===== src/hdl/shcred_pkg.sv =====
// shared types, codes and constants for the salted hash credential table
// no dependencies; imported by shcred_fnv_unit and salted_hash_credential_table
package shcred_pkg;

  localparam int BYTE_W     = 8;
  localparam int HASH_W     = 64;
  localparam int LEVEL_W    = 8;
  localparam int STATUS_W   = 2;
  localparam int OUT_IDX_W  = 4;
  localparam int SALT_LEN   = 20;
  localparam int SALT_CNT_W = 5;

  localparam logic [HASH_W-1:0] FNV_BASIS = 64'd2166136261;

  typedef logic [STATUS_W-1:0] status_t;

  localparam status_t STAT_OK        = 2'd0;
  localparam status_t STAT_BAD_PASS  = 2'd1;
  localparam status_t STAT_NOT_FOUND = 2'd2;
  localparam status_t STAT_FULL      = 2'd3;

  // salt rom, absorbed before the first password byte
  function automatic logic [BYTE_W-1:0] salt_byte(input logic [SALT_CNT_W-1:0] idx);
    logic [BYTE_W-1:0] b;
    case (idx)
      5'd0:    b = "c";
      5'd1:    b = "0";
      5'd2:    b = "u";
      5'd3:    b = "r";
      5'd4:    b = "s";
      5'd5:    b = "e";
      5'd6:    b = "W";
      5'd7:    b = "0";
      5'd8:    b = "r";
      5'd9:    b = "k";
      5'd10:   b = "_";
      5'd11:   b = "s";
      5'd12:   b = "a";
      5'd13:   b = "l";
      5'd14:   b = "t";
      5'd15:   b = "_";
      5'd16:   b = "2";
      5'd17:   b = "0";
      5'd18:   b = "2";
      5'd19:   b = "6";
      default: b = '0;
    endcase
    return b;
  endfunction

endpackage


===== src/hdl/shcred_ram.sv =====
// generic single write port, single read port ram with registered read data
// no dependencies
module shcred_ram #(
  parameter int WIDTH = 8,
  parameter int DEPTH = 16
) (
  input  logic                                    clk,
  input  logic                                    we,
  input  logic [(DEPTH > 1 ? $clog2(DEPTH) : 1)-1:0] waddr,
  input  logic [WIDTH-1:0]                        wdata,
  input  logic [(DEPTH > 1 ? $clog2(DEPTH) : 1)-1:0] raddr,
  output logic [WIDTH-1:0]                        rdata
);

  logic [WIDTH-1:0] mem_r [DEPTH];
  logic [WIDTH-1:0] rdata_r;

  always_ff @(posedge clk) begin
    if (we) begin
      mem_r[waddr] <= wdata;
    end
    rdata_r <= mem_r[raddr];
  end

  assign rdata = rdata_r;

endmodule


===== src/hdl/shcred_fnv_unit.sv =====
// shared fnv-1a step unit (32-bit fnv prime and basis) holding the running 64-bit hash
// depends on shcred_pkg
module shcred_fnv_unit
  import shcred_pkg::*;
(
  input  logic              clk,
  input  logic              rst_n,
  input  logic              load_basis,
  input  logic              step_en,
  input  logic [BYTE_W-1:0] step_byte,
  output logic [HASH_W-1:0] hash
);

  logic [HASH_W-1:0] hash_r;
  logic [HASH_W-1:0] hash_nxt;
  logic [HASH_W-1:0] mixed;
  logic [HASH_W-1:0] product;

  // prime 16777619 = 2^24 + 2^8 + 2^7 + 2^4 + 2^1 + 1
  assign mixed   = hash_r ^ {{(HASH_W-BYTE_W){1'b0}}, step_byte};
  assign product = (mixed << 24) + (mixed << 8) + (mixed << 7)
                 + (mixed << 4) + (mixed << 1) + mixed;

  always_comb begin
    hash_nxt = hash_r;
    if (load_basis) begin
      hash_nxt = FNV_BASIS;
    end else if (step_en) begin
      hash_nxt = product;
    end
  end

  always_ff @(posedge clk) begin
    if (!rst_n) begin
      hash_r <= FNV_BASIS;
    end else begin
      hash_r <= hash_nxt;
    end
  end

  assign hash = hash_r;

endmodule


===== src/hdl/salted_hash_credential_table.sv =====
// a name word on an empty table needs no scan, else it runs an entry scan; a password
// word is accepted, then hashed, and the first one first absorbs the salt through the
// shared fnv step unit; a final word registers the entry or runs the authenticate scan
// (none for an over-long name), then loads the output word; one word in flight at a time
// reset clears control, count and request state, hash goes to the fnv basis; entry
// memories are not cleared, only entries below entry_count are ever read
module salted_hash_credential_table
  import shcred_pkg::*;
#(
  parameter int MAX_ENTRIES     = 10,
  parameter int NAME_CAPACITY   = 32,
  parameter int SALTED_CAPACITY = 128
) (
  input  logic                 clk,
  input  logic                 rst_n,
  input  logic                 in_valid,
  output logic                 in_ready,
  input  logic                 in_req_type,
  input  logic                 in_segment,
  input  logic                 in_byte_valid,
  input  logic [BYTE_W-1:0]    in_data_byte,
  input  logic                 in_segment_end,
  input  logic [LEVEL_W-1:0]   in_user_level,
  output logic                 out_valid,
  input  logic                 out_ready,
  output logic [STATUS_W-1:0]  out_status,
  output logic [OUT_IDX_W-1:0] out_entry_index,
  output logic [LEVEL_W-1:0]   out_entry_level
);

  // widths derived from the table geometry
  localparam int IDX_W      = (MAX_ENTRIES > 1) ? $clog2(MAX_ENTRIES) : 1;
  localparam int CNT_W      = $clog2(MAX_ENTRIES + 1);
  localparam int COL_W      = $clog2(NAME_CAPACITY);
  localparam int PASS_W     = $clog2(SALTED_CAPACITY);
  localparam int PASS_LIMIT = SALTED_CAPACITY - 1 - SALT_LEN;
  localparam int NAME_DEPTH = ((MAX_ENTRIES > 1) ? MAX_ENTRIES : 2) << COL_W;
  localparam int ENTRY_W    = COL_W + HASH_W + LEVEL_W;

  // sequencer states
  localparam logic [2:0] ST_IDLE  = 3'd0;
  localparam logic [2:0] ST_NSCAN = 3'd1;
  localparam logic [2:0] ST_SALT  = 3'd2;
  localparam logic [2:0] ST_PWD   = 3'd3;
  localparam logic [2:0] ST_REG   = 3'd4;
  localparam logic [2:0] ST_RSCAN = 3'd5;
  localparam logic [2:0] ST_EMIT  = 3'd6;

  logic [2:0]             state_r, state_nxt;
  logic [CNT_W-1:0]       cnt_r, cnt_nxt;          // entries registered
  logic [COL_W-1:0]       pos_r, pos_nxt;          // name bytes kept
  logic [MAX_ENTRIES-1:0] flags_r, flags_nxt;      // entries still matching the name
  logic                   too_long_r, too_long_nxt;
  logic                   inpw_r, inpw_nxt;        // salt absorbed, password phase
  logic [PASS_W-1:0]      pass_r, pass_nxt;        // password bytes absorbed
  logic [SALT_CNT_W-1:0]  salt_cnt_r, salt_cnt_nxt;
  logic [CNT_W-1:0]       scan_idx_r, scan_idx_nxt;
  logic [CNT_W-1:0]       cmp_idx_r, cmp_idx_nxt;
  logic                   cmp_vld_r, cmp_vld_nxt;

  // captured input word
  logic                   req_r;
  logic                   present_r;
  logic [BYTE_W-1:0]      byte_r;
  logic                   end_r;
  logic [LEVEL_W-1:0]     lvl_r;

  // output word register
  logic                   out_valid_r, out_valid_nxt;
  logic [STATUS_W-1:0]    out_status_r, out_status_nxt;
  logic [OUT_IDX_W-1:0]   out_idx_r, out_idx_nxt;
  logic [LEVEL_W-1:0]     out_lvl_r, out_lvl_nxt;
  // result held between the resolving state and the output load
  logic [STATUS_W-1:0]    res_status_r, res_status_nxt;
  logic [OUT_IDX_W-1:0]   res_idx_r, res_idx_nxt;
  logic [LEVEL_W-1:0]     res_lvl_r, res_lvl_nxt;

  logic                   accept;
  logic                   in_present;
  logic                   issue;
  logic                   room;

  // name memory, one row per entry
  logic                   name_we;
  logic [IDX_W+COL_W-1:0] name_waddr;
  logic [IDX_W+COL_W-1:0] name_raddr;
  logic [BYTE_W-1:0]      name_rd;

  // entry memory {length, hash, level}
  logic                   entry_we;
  logic [ENTRY_W-1:0]     entry_wdata;
  logic [ENTRY_W-1:0]     entry_rd;
  logic [COL_W-1:0]       rd_len;
  logic [HASH_W-1:0]      rd_hash;
  logic [LEVEL_W-1:0]     rd_lvl;

  // fnv unit control
  logic                   fnv_load;
  logic                   fnv_step;
  logic [BYTE_W-1:0]      fnv_byte;
  logic [HASH_W-1:0]      hash;

  logic [CNT_W+OUT_IDX_W-1:0] cnt_wide;
  logic [CNT_W+OUT_IDX_W-1:0] cmp_wide;

  assign accept     = in_valid && in_ready;
  assign in_ready   = (state_r == ST_IDLE);
  assign in_present = in_byte_valid && (in_data_byte != '0);
  assign issue      = (scan_idx_r < cnt_r);
  assign room       = (cnt_r < CNT_W'(MAX_ENTRIES));
  assign cnt_wide   = {{OUT_IDX_W{1'b0}}, cnt_r};
  assign cmp_wide   = {{OUT_IDX_W{1'b0}}, cmp_idx_r};

  // a name byte lands in the row of the entry being built, at accept time
  assign name_we    = accept && !in_segment && !inpw_r && in_present && room
                      && (pos_r < COL_W'(NAME_CAPACITY - 1));
  assign name_waddr = {cnt_r[IDX_W-1:0], pos_r};
  assign name_raddr = {scan_idx_r[IDX_W-1:0], pos_r};

  assign entry_we    = (state_r == ST_REG) && room;
  assign entry_wdata = {pos_r, hash, lvl_r};
  assign {rd_len, rd_hash, rd_lvl} = entry_rd;

  shcred_ram #(
    .WIDTH (BYTE_W),
    .DEPTH (NAME_DEPTH)
  ) u_name_ram (
    .clk   (clk),
    .we    (name_we),
    .waddr (name_waddr),
    .wdata (in_data_byte),
    .raddr (name_raddr),
    .rdata (name_rd)
  );

  shcred_ram #(
    .WIDTH (ENTRY_W),
    .DEPTH (MAX_ENTRIES)
  ) u_entry_ram (
    .clk   (clk),
    .we    (entry_we),
    .waddr (cnt_r[IDX_W-1:0]),
    .wdata (entry_wdata),
    .raddr (scan_idx_r[IDX_W-1:0]),
    .rdata (entry_rd)
  );

  shcred_fnv_unit u_fnv (
    .clk        (clk),
    .rst_n      (rst_n),
    .load_basis (fnv_load),
    .step_en    (fnv_step),
    .step_byte  (fnv_byte),
    .hash       (hash)
  );

  always_comb begin
    state_nxt      = state_r;
    cnt_nxt        = cnt_r;
    pos_nxt        = pos_r;
    flags_nxt      = flags_r;
    too_long_nxt   = too_long_r;
    inpw_nxt       = inpw_r;
    pass_nxt       = pass_r;
    salt_cnt_nxt   = salt_cnt_r;
    scan_idx_nxt   = scan_idx_r;
    cmp_idx_nxt    = scan_idx_r;
    cmp_vld_nxt    = 1'b0;
    res_status_nxt = res_status_r;
    res_idx_nxt    = res_idx_r;
    res_lvl_nxt    = res_lvl_r;
    out_valid_nxt  = out_valid_r && !out_ready;
    out_status_nxt = out_status_r;
    out_idx_nxt    = out_idx_r;
    out_lvl_nxt    = out_lvl_r;
    fnv_load       = 1'b0;
    fnv_step       = 1'b0;
    fnv_byte       = byte_r;

    unique case (state_r)
      ST_IDLE: begin
        if (accept) begin
          if (!in_segment) begin
            // name word; ignored once the password phase has begun
            if (!inpw_r && in_present) begin
              if (pos_r >= COL_W'(NAME_CAPACITY - 1)) begin
                too_long_nxt = 1'b1;
              end else if (cnt_r == '0) begin
                pos_nxt = pos_r + 1'b1;
              end else begin
                scan_idx_nxt = '0;
                state_nxt    = ST_NSCAN;
              end
            end
          end else if (!inpw_r) begin
            salt_cnt_nxt = '0;
            state_nxt    = ST_SALT;
          end else begin
            state_nxt = ST_PWD;
          end
        end
      end

      ST_NSCAN: begin
        // drop entries whose name differs at this position
        if (issue) begin
          scan_idx_nxt = scan_idx_r + 1'b1;
          cmp_vld_nxt  = 1'b1;
        end
        if (cmp_vld_r && ((pos_r >= rd_len) || (name_rd != byte_r))) begin
          flags_nxt[cmp_idx_r[IDX_W-1:0]] = 1'b0;
        end
        if (!issue && !cmp_vld_r) begin
          pos_nxt   = pos_r + 1'b1;
          state_nxt = ST_IDLE;
        end
      end

      ST_SALT: begin
        fnv_step = 1'b1;
        fnv_byte = salt_byte(salt_cnt_r);
        salt_cnt_nxt = salt_cnt_r + 1'b1;
        if (salt_cnt_r == SALT_CNT_W'(SALT_LEN - 1)) begin
          inpw_nxt  = 1'b1;
          pass_nxt  = '0;
          state_nxt = ST_PWD;
        end
      end

      ST_PWD: begin
        if (present_r && (pass_r < PASS_W'(PASS_LIMIT))) begin
          fnv_step = 1'b1;
          pass_nxt = pass_r + 1'b1;
        end
        if (!end_r) begin
          state_nxt = ST_IDLE;
        end else if (!req_r) begin
          state_nxt = ST_REG;
        end else if (too_long_r) begin
          res_status_nxt = STAT_NOT_FOUND;
          res_idx_nxt    = '0;
          res_lvl_nxt    = '0;
          state_nxt      = ST_EMIT;
        end else begin
          scan_idx_nxt = '0;
          state_nxt    = ST_RSCAN;
        end
      end

      ST_REG: begin
        if (room) begin
          res_status_nxt = STAT_OK;
          res_idx_nxt    = cnt_wide[OUT_IDX_W-1:0];
          res_lvl_nxt    = lvl_r;
          cnt_nxt        = cnt_r + 1'b1;
        end else begin
          res_status_nxt = STAT_FULL;
          res_idx_nxt    = '0;
          res_lvl_nxt    = '0;
        end
        state_nxt = ST_EMIT;
      end

      ST_RSCAN: begin
        // first surviving entry of equal length decides the outcome
        if (issue) begin
          scan_idx_nxt = scan_idx_r + 1'b1;
          cmp_vld_nxt  = 1'b1;
        end
        if (cmp_vld_r && flags_r[cmp_idx_r[IDX_W-1:0]] && (rd_len == pos_r)) begin
          if (rd_hash == hash) begin
            res_status_nxt = STAT_OK;
            res_idx_nxt    = cmp_wide[OUT_IDX_W-1:0];
            res_lvl_nxt    = rd_lvl;
          end else begin
            res_status_nxt = STAT_BAD_PASS;
            res_idx_nxt    = '0;
            res_lvl_nxt    = '0;
          end
          cmp_vld_nxt = 1'b0;
          state_nxt   = ST_EMIT;
        end else if (!issue && !cmp_vld_r) begin
          res_status_nxt = STAT_NOT_FOUND;
          res_idx_nxt    = '0;
          res_lvl_nxt    = '0;
          state_nxt      = ST_EMIT;
        end
      end

      ST_EMIT: begin
        // load the output word once the slot is free, then clear request state
        if (!out_valid_r || out_ready) begin
          out_valid_nxt  = 1'b1;
          out_status_nxt = res_status_r;
          out_idx_nxt    = res_idx_r;
          out_lvl_nxt    = res_lvl_r;
          fnv_load       = 1'b1;
          pos_nxt        = '0;
          flags_nxt      = '1;
          too_long_nxt   = 1'b0;
          inpw_nxt       = 1'b0;
          pass_nxt       = '0;
          state_nxt      = ST_IDLE;
        end
      end

      default: begin
        state_nxt = ST_IDLE;
      end
    endcase
  end

  always_ff @(posedge clk) begin
    if (!rst_n) begin
      state_r     <= ST_IDLE;
      cnt_r       <= '0;
      pos_r       <= '0;
      flags_r     <= '1;
      too_long_r  <= 1'b0;
      inpw_r      <= 1'b0;
      pass_r      <= '0;
      salt_cnt_r  <= '0;
      scan_idx_r  <= '0;
      cmp_idx_r   <= '0;
      cmp_vld_r   <= 1'b0;
      out_valid_r <= 1'b0;
    end else begin
      state_r     <= state_nxt;
      cnt_r       <= cnt_nxt;
      pos_r       <= pos_nxt;
      flags_r     <= flags_nxt;
      too_long_r  <= too_long_nxt;
      inpw_r      <= inpw_nxt;
      pass_r      <= pass_nxt;
      salt_cnt_r  <= salt_cnt_nxt;
      scan_idx_r  <= scan_idx_nxt;
      cmp_idx_r   <= cmp_idx_nxt;
      cmp_vld_r   <= cmp_vld_nxt;
      out_valid_r <= out_valid_nxt;
    end
  end

  // payload registers, no reset
  always_ff @(posedge clk) begin
    if (accept) begin
      req_r     <= in_req_type;
      present_r <= in_present;
      byte_r    <= in_data_byte;
      end_r     <= in_segment_end;
      lvl_r     <= in_user_level;
    end
    res_status_r <= res_status_nxt;
    res_idx_r    <= res_idx_nxt;
    res_lvl_r    <= res_lvl_nxt;
    out_status_r <= out_status_nxt;
    out_idx_r    <= out_idx_nxt;
    out_lvl_r    <= out_lvl_nxt;
  end

  assign out_valid       = out_valid_r;
  assign out_status      = out_status_r;
  assign out_entry_index = out_idx_r;
  assign out_entry_level = out_lvl_r;

`ifndef SYNTHESIS
  a_count_bound: assert property (@(posedge clk) disable iff (!rst_n)
    cnt_r <= CNT_W'(MAX_ENTRIES))
    else $error("entry count beyond table size");

  a_name_write_room: assert property (@(posedge clk) disable iff (!rst_n)
    name_we |-> room)
    else $error("name byte written into a full table");

  a_reg_increments: assert property (@(posedge clk) disable iff (!rst_n)
    (state_r == ST_REG) && room |=> cnt_r == $past(cnt_r) + 1'b1)
    else $error("registration did not advance entry count");

  a_pass_idle: assert property (@(posedge clk) disable iff (!rst_n)
    !inpw_r |-> pass_r == '0)
    else $error("password count set outside password phase");

  a_result_from_emit: assert property (@(posedge clk) disable iff (!rst_n)
    $rose(out_valid_r) |-> (state_r == ST_IDLE) && ($past(state_r) == ST_EMIT))
    else $error("result word loaded outside emit");
`endif

endmodule

===== config.mk =====
export PLATFORM = sky130hd
export DESIGN_NAME = salted_hash_credential_table
export DESIGN_NICKNAME = d
export VERILOG_FILES = /design/src/hdl/shcred_pkg.sv /design/src/hdl/shcred_ram.sv /design/src/hdl/shcred_fnv_unit.sv /design/src/hdl/salted_hash_credential_table.sv
export SDC_FILE = /design/constraint.sdc
export NUM_CORES = 2
export LEC_CHECK = 0
export ABC_AREA = 0
export ABC_CLOCK_PERIOD_IN_PS = 8000
export BUFFER_PORTS_ARGS = -buffer_cell sky130_fd_sc_hd__buf_4
export CORE_ASPECT_RATIO = 1.75
export CORE_UTILIZATION = 35
export DETAILED_ROUTE_END_ITERATION = 10
export MAX_ROUTING_LAYER = met4
export SETUP_SLACK_MARGIN = 0.15
export SYNTH_ARGS = -nofsm -noshare
export SYNTH_HDL_FRONTEND = slang
export SYNTH_SLANG_ARGS = --single-unit
export TNS_END_PERCENT = 10

===== constraint.sdc =====
create_clock -name clk -period 8 [get_ports clk]
set_clock_uncertainty 0.15 [all_clocks]
set_input_delay 1.6 -clock clk [delete_from_list [all_inputs] [get_ports clk]]
set_output_delay 1.6 -clock clk [all_outputs]
set_load 0.01 [all_outputs]

==> reports/metrics.yaml <==
status: "finished, violations left"
violations: "DRC"
die_y_um: 860
synth_seq_area_share: 0.716
hold_buffers: 0
grt_use_total: 0.212
drive_gt1_frac: 0.166
fin_area_um2: 165000
crit_fanout: 18
core_area_um2: 418000
syn_area_um2: 147000
critPathLaunchType: "flip-flop"
synthFlopType: "edfxtp_1"
setup_slack_ns: 1.04
ant_nets: 0
ys_top_cells_by_count: "3,377 x edfxtp_1, 632 x mux4_2, 515 x nand2_1"
areaGrowthSynthToFinish_pct: 12.1
io_buffer_count: 39
cts_made_buffers: 334
clk_latency_ns: 0.93
postCtsSetupBuffers: 0
drc_errors: 10
drt-pass1-iter-count: 11
drt_wl_total_um: 442000
post_drt_via_cell_ratio: 5.55
cp_cell_sequence: "and2_1 > mux2i_1 > xor2_1 > inv_1 > fa_1 > inv_1 > fa_1 > inv_1 > fa_1 > ha_1 > a21oi_1 > o21ai_0 > a311oi_1 > o211ai_1 > a41oi_1 > o31ai_2 > a31o_2 > o31ai_1 > mux2i_1 > nand2_1"
slew_violations: 0
synth-edff-count: 3377
place_worst_setup_slack_ns: 1.14
powerDensity_nw_per_um2: 327
rsz0062_at_grt: "false"
drt_iter0_markers: 7764
ctsHtreeMaxLevel: 5
slowest_stage: "dfxtp_1"
required_ns: 8.62
hp-class: "flip-flop to flip-flop"
yosys.cell_types.count: 80
synth_largest_area_cell: "edfxtp_1"
critPathMaxStageDelay_ns: 0.64
cts_buffer_depth: 4
dp.final_hpwl_um: 282000
synth_top_area_share: 0.689
root_buffer: "clkbuf_16"
fill_cells: 37800
cp-end-kind: "flip-flop"
fin_crit_ns: 6.96
maxCapViolCount: 0
placed_area_um2: 154000
cts.sinks: 3579
peakVddDrop_mv: 0.435
start_util: 0.352
vias: 79500
worst_pin_slew_ns: 1.47
overflow: 0
synthArstFlopShare: 0
cts-resized-gates: 0
slew_headroom: 0.0161
synth_warnings: 0
hold_viol_final: 0
rows: 314
path_clk_slew_ns: 0.07
finalSetupViolations: 0
setup_tns_ns: 0
critical_path_class: "flip-flop to flip-flop"
cp_data_arrival_time_ns: 7.58
dieWidth_um: 492
period_share: 0.870
yosysMostFrequentCell: "edfxtp_1"
gp_congestion: 0.980
dieArea_um2: 423000
ys_seq_elements: 3579
synth.area.top_cells: "edfxtp_1 69%, mux4_2 9.7%, dfxtp_1 2.7%"
grt_first_pass_wirelength_um: 622000
cts_tree: "yes"
syn_area_per_cell_um2: 17.6
fin_cells: 14300
fmax_mhz: 144
dp.cells: 13700
grt_max_degree: 195
nNetsFinal: 8840
grt_pass1_vias: 82400
io_pins: 40
synth.net_count: 8720
wl_per_cell_um: 30.9
power.leakage_uw: 0.0516
antenna_found_initial: 17
synthCells: 8378
## routing by layer
metal,track usage,wire [um],share of wire,vias up
li1,-,-,-,33100
met1,0.221,148000,0.33,41800
met2,0.369,230000,0.52,3509
met3,0.0294,27100,0.061,1202
met4,0.150,37400,0.084,0
met5,-,0,0,-
## worst max-delay path: cells and delay by family, from the launching register on
kind / cells / cell delay (ns)
adders and majority gates: 4 / 1.78
muxes: 2 / 0.53
DFF: 1 / 0.64
and+or+nand+nor: 2 / 0.55
buffers and inverters: 3 / 0.32
xor gates and xnor gates: 1 / 0.46
AOI/OAI and AO/OA: 8 / 2.41
## stage by stage
stage / hold slack [ns] / total power, uW / util
finish: 0.278 / 53900 / 0.395
global placement: 0.266 / 38500 / 0.369
global route: 0.290 / 56200 / 0.395
floorplan: 0.250 / 33000 / -
CTS: 0.277 / 54200 / 0.395
detailed placement: 0.262 / 38500 / 0.369
## where the power goes
group | total (uW) | internal, uW | switching (uW)
registers | 21400 | 20800 | 526
clock network | 15900 | 8730 | 7130
logic | 16700 | 6190 | 10500
## layout make-up
class / count / area, um^2 / share of cell area
Clock inverter: 182 / 1790 / 0.0109
Multi-Input combinational cell: 3981 / 38500 / 0.233
Timing Repair Buffer: 253 / 2130 / 0.0129
Inverter: 349 / 1320 / 0.00799
Clock buffer: 416 / 8820 / 0.0534
Sequential cell: 3579 / 105000 / 0.639
Tap cell: 5530 / 6920 / 0.0419
Antenna cell: 35 / 87.6 / 0.000531
## layout by cell type (no fill, tap or decap), types with 65 or more instances in the layout
cell type / instances
edfxtp_1: 3377
mux4_2: 632
nand2_1: 496
nor2_1: 488
mux2i_1: 366
inv_1: 342
clkbuf_16: 337
a21oi_1: 257
buf_4: 231
o21ai_0: 200
fa_1: 196
dfxtp_1: 194
xnor2_1: 138
ha_1: 122
a211oi_1: 107
a31oi_1: 97
nor2b_1: 88
clkbuf_1: 70
o22ai_1: 69
nand3_1: 65
## state kept, by name (all words and copies together) (netlist names), 5 cells and up, named ones only
| signal | cells |
|---|---|
| u_name_ram.mem_r | 2560 |
| u_entry_ram.mem_r | 770 |
| u_entry_ram.rdata | 77 |
| u_fnv.hash | 64 |
| flags_r | 10 |
| byte_r | 8 |
| lvl_r | 8 |
| out_entry_level | 8 |
| res_lvl_r | 8 |
| u_name_ram.rdata | 8 |
| pass_r | 7 |
| pos_r | 5 |
| salt_cnt_r | 5 |
## path summary, 6_finish.rpt
kind | to | startpoint | cells past startpoint | slack (ns)
setup / recovery | u_fnv.hash[59] | state_r[1] | 20 | 1.04
setup reg to reg | u_fnv.hash[59] | state_r[1] | 20 | 1.04
hold reg to reg | out_entry_index[2] | res_idx_r[2] | 0 | 0.28
hold / removal | out_entry_index[2] | res_idx_r[2] | 0 | 0.28
## kinds of logic after synthesis
kind of cell    synth area share
simple gates              0.0407
xor+xnor                  0.0102
mux                        0.123
flops                      0.716
fa+ha+maj                 0.0370
compound gates            0.0485
buf+inv                   0.0239
Note: power is estimated with default switching activity, not from simulation.
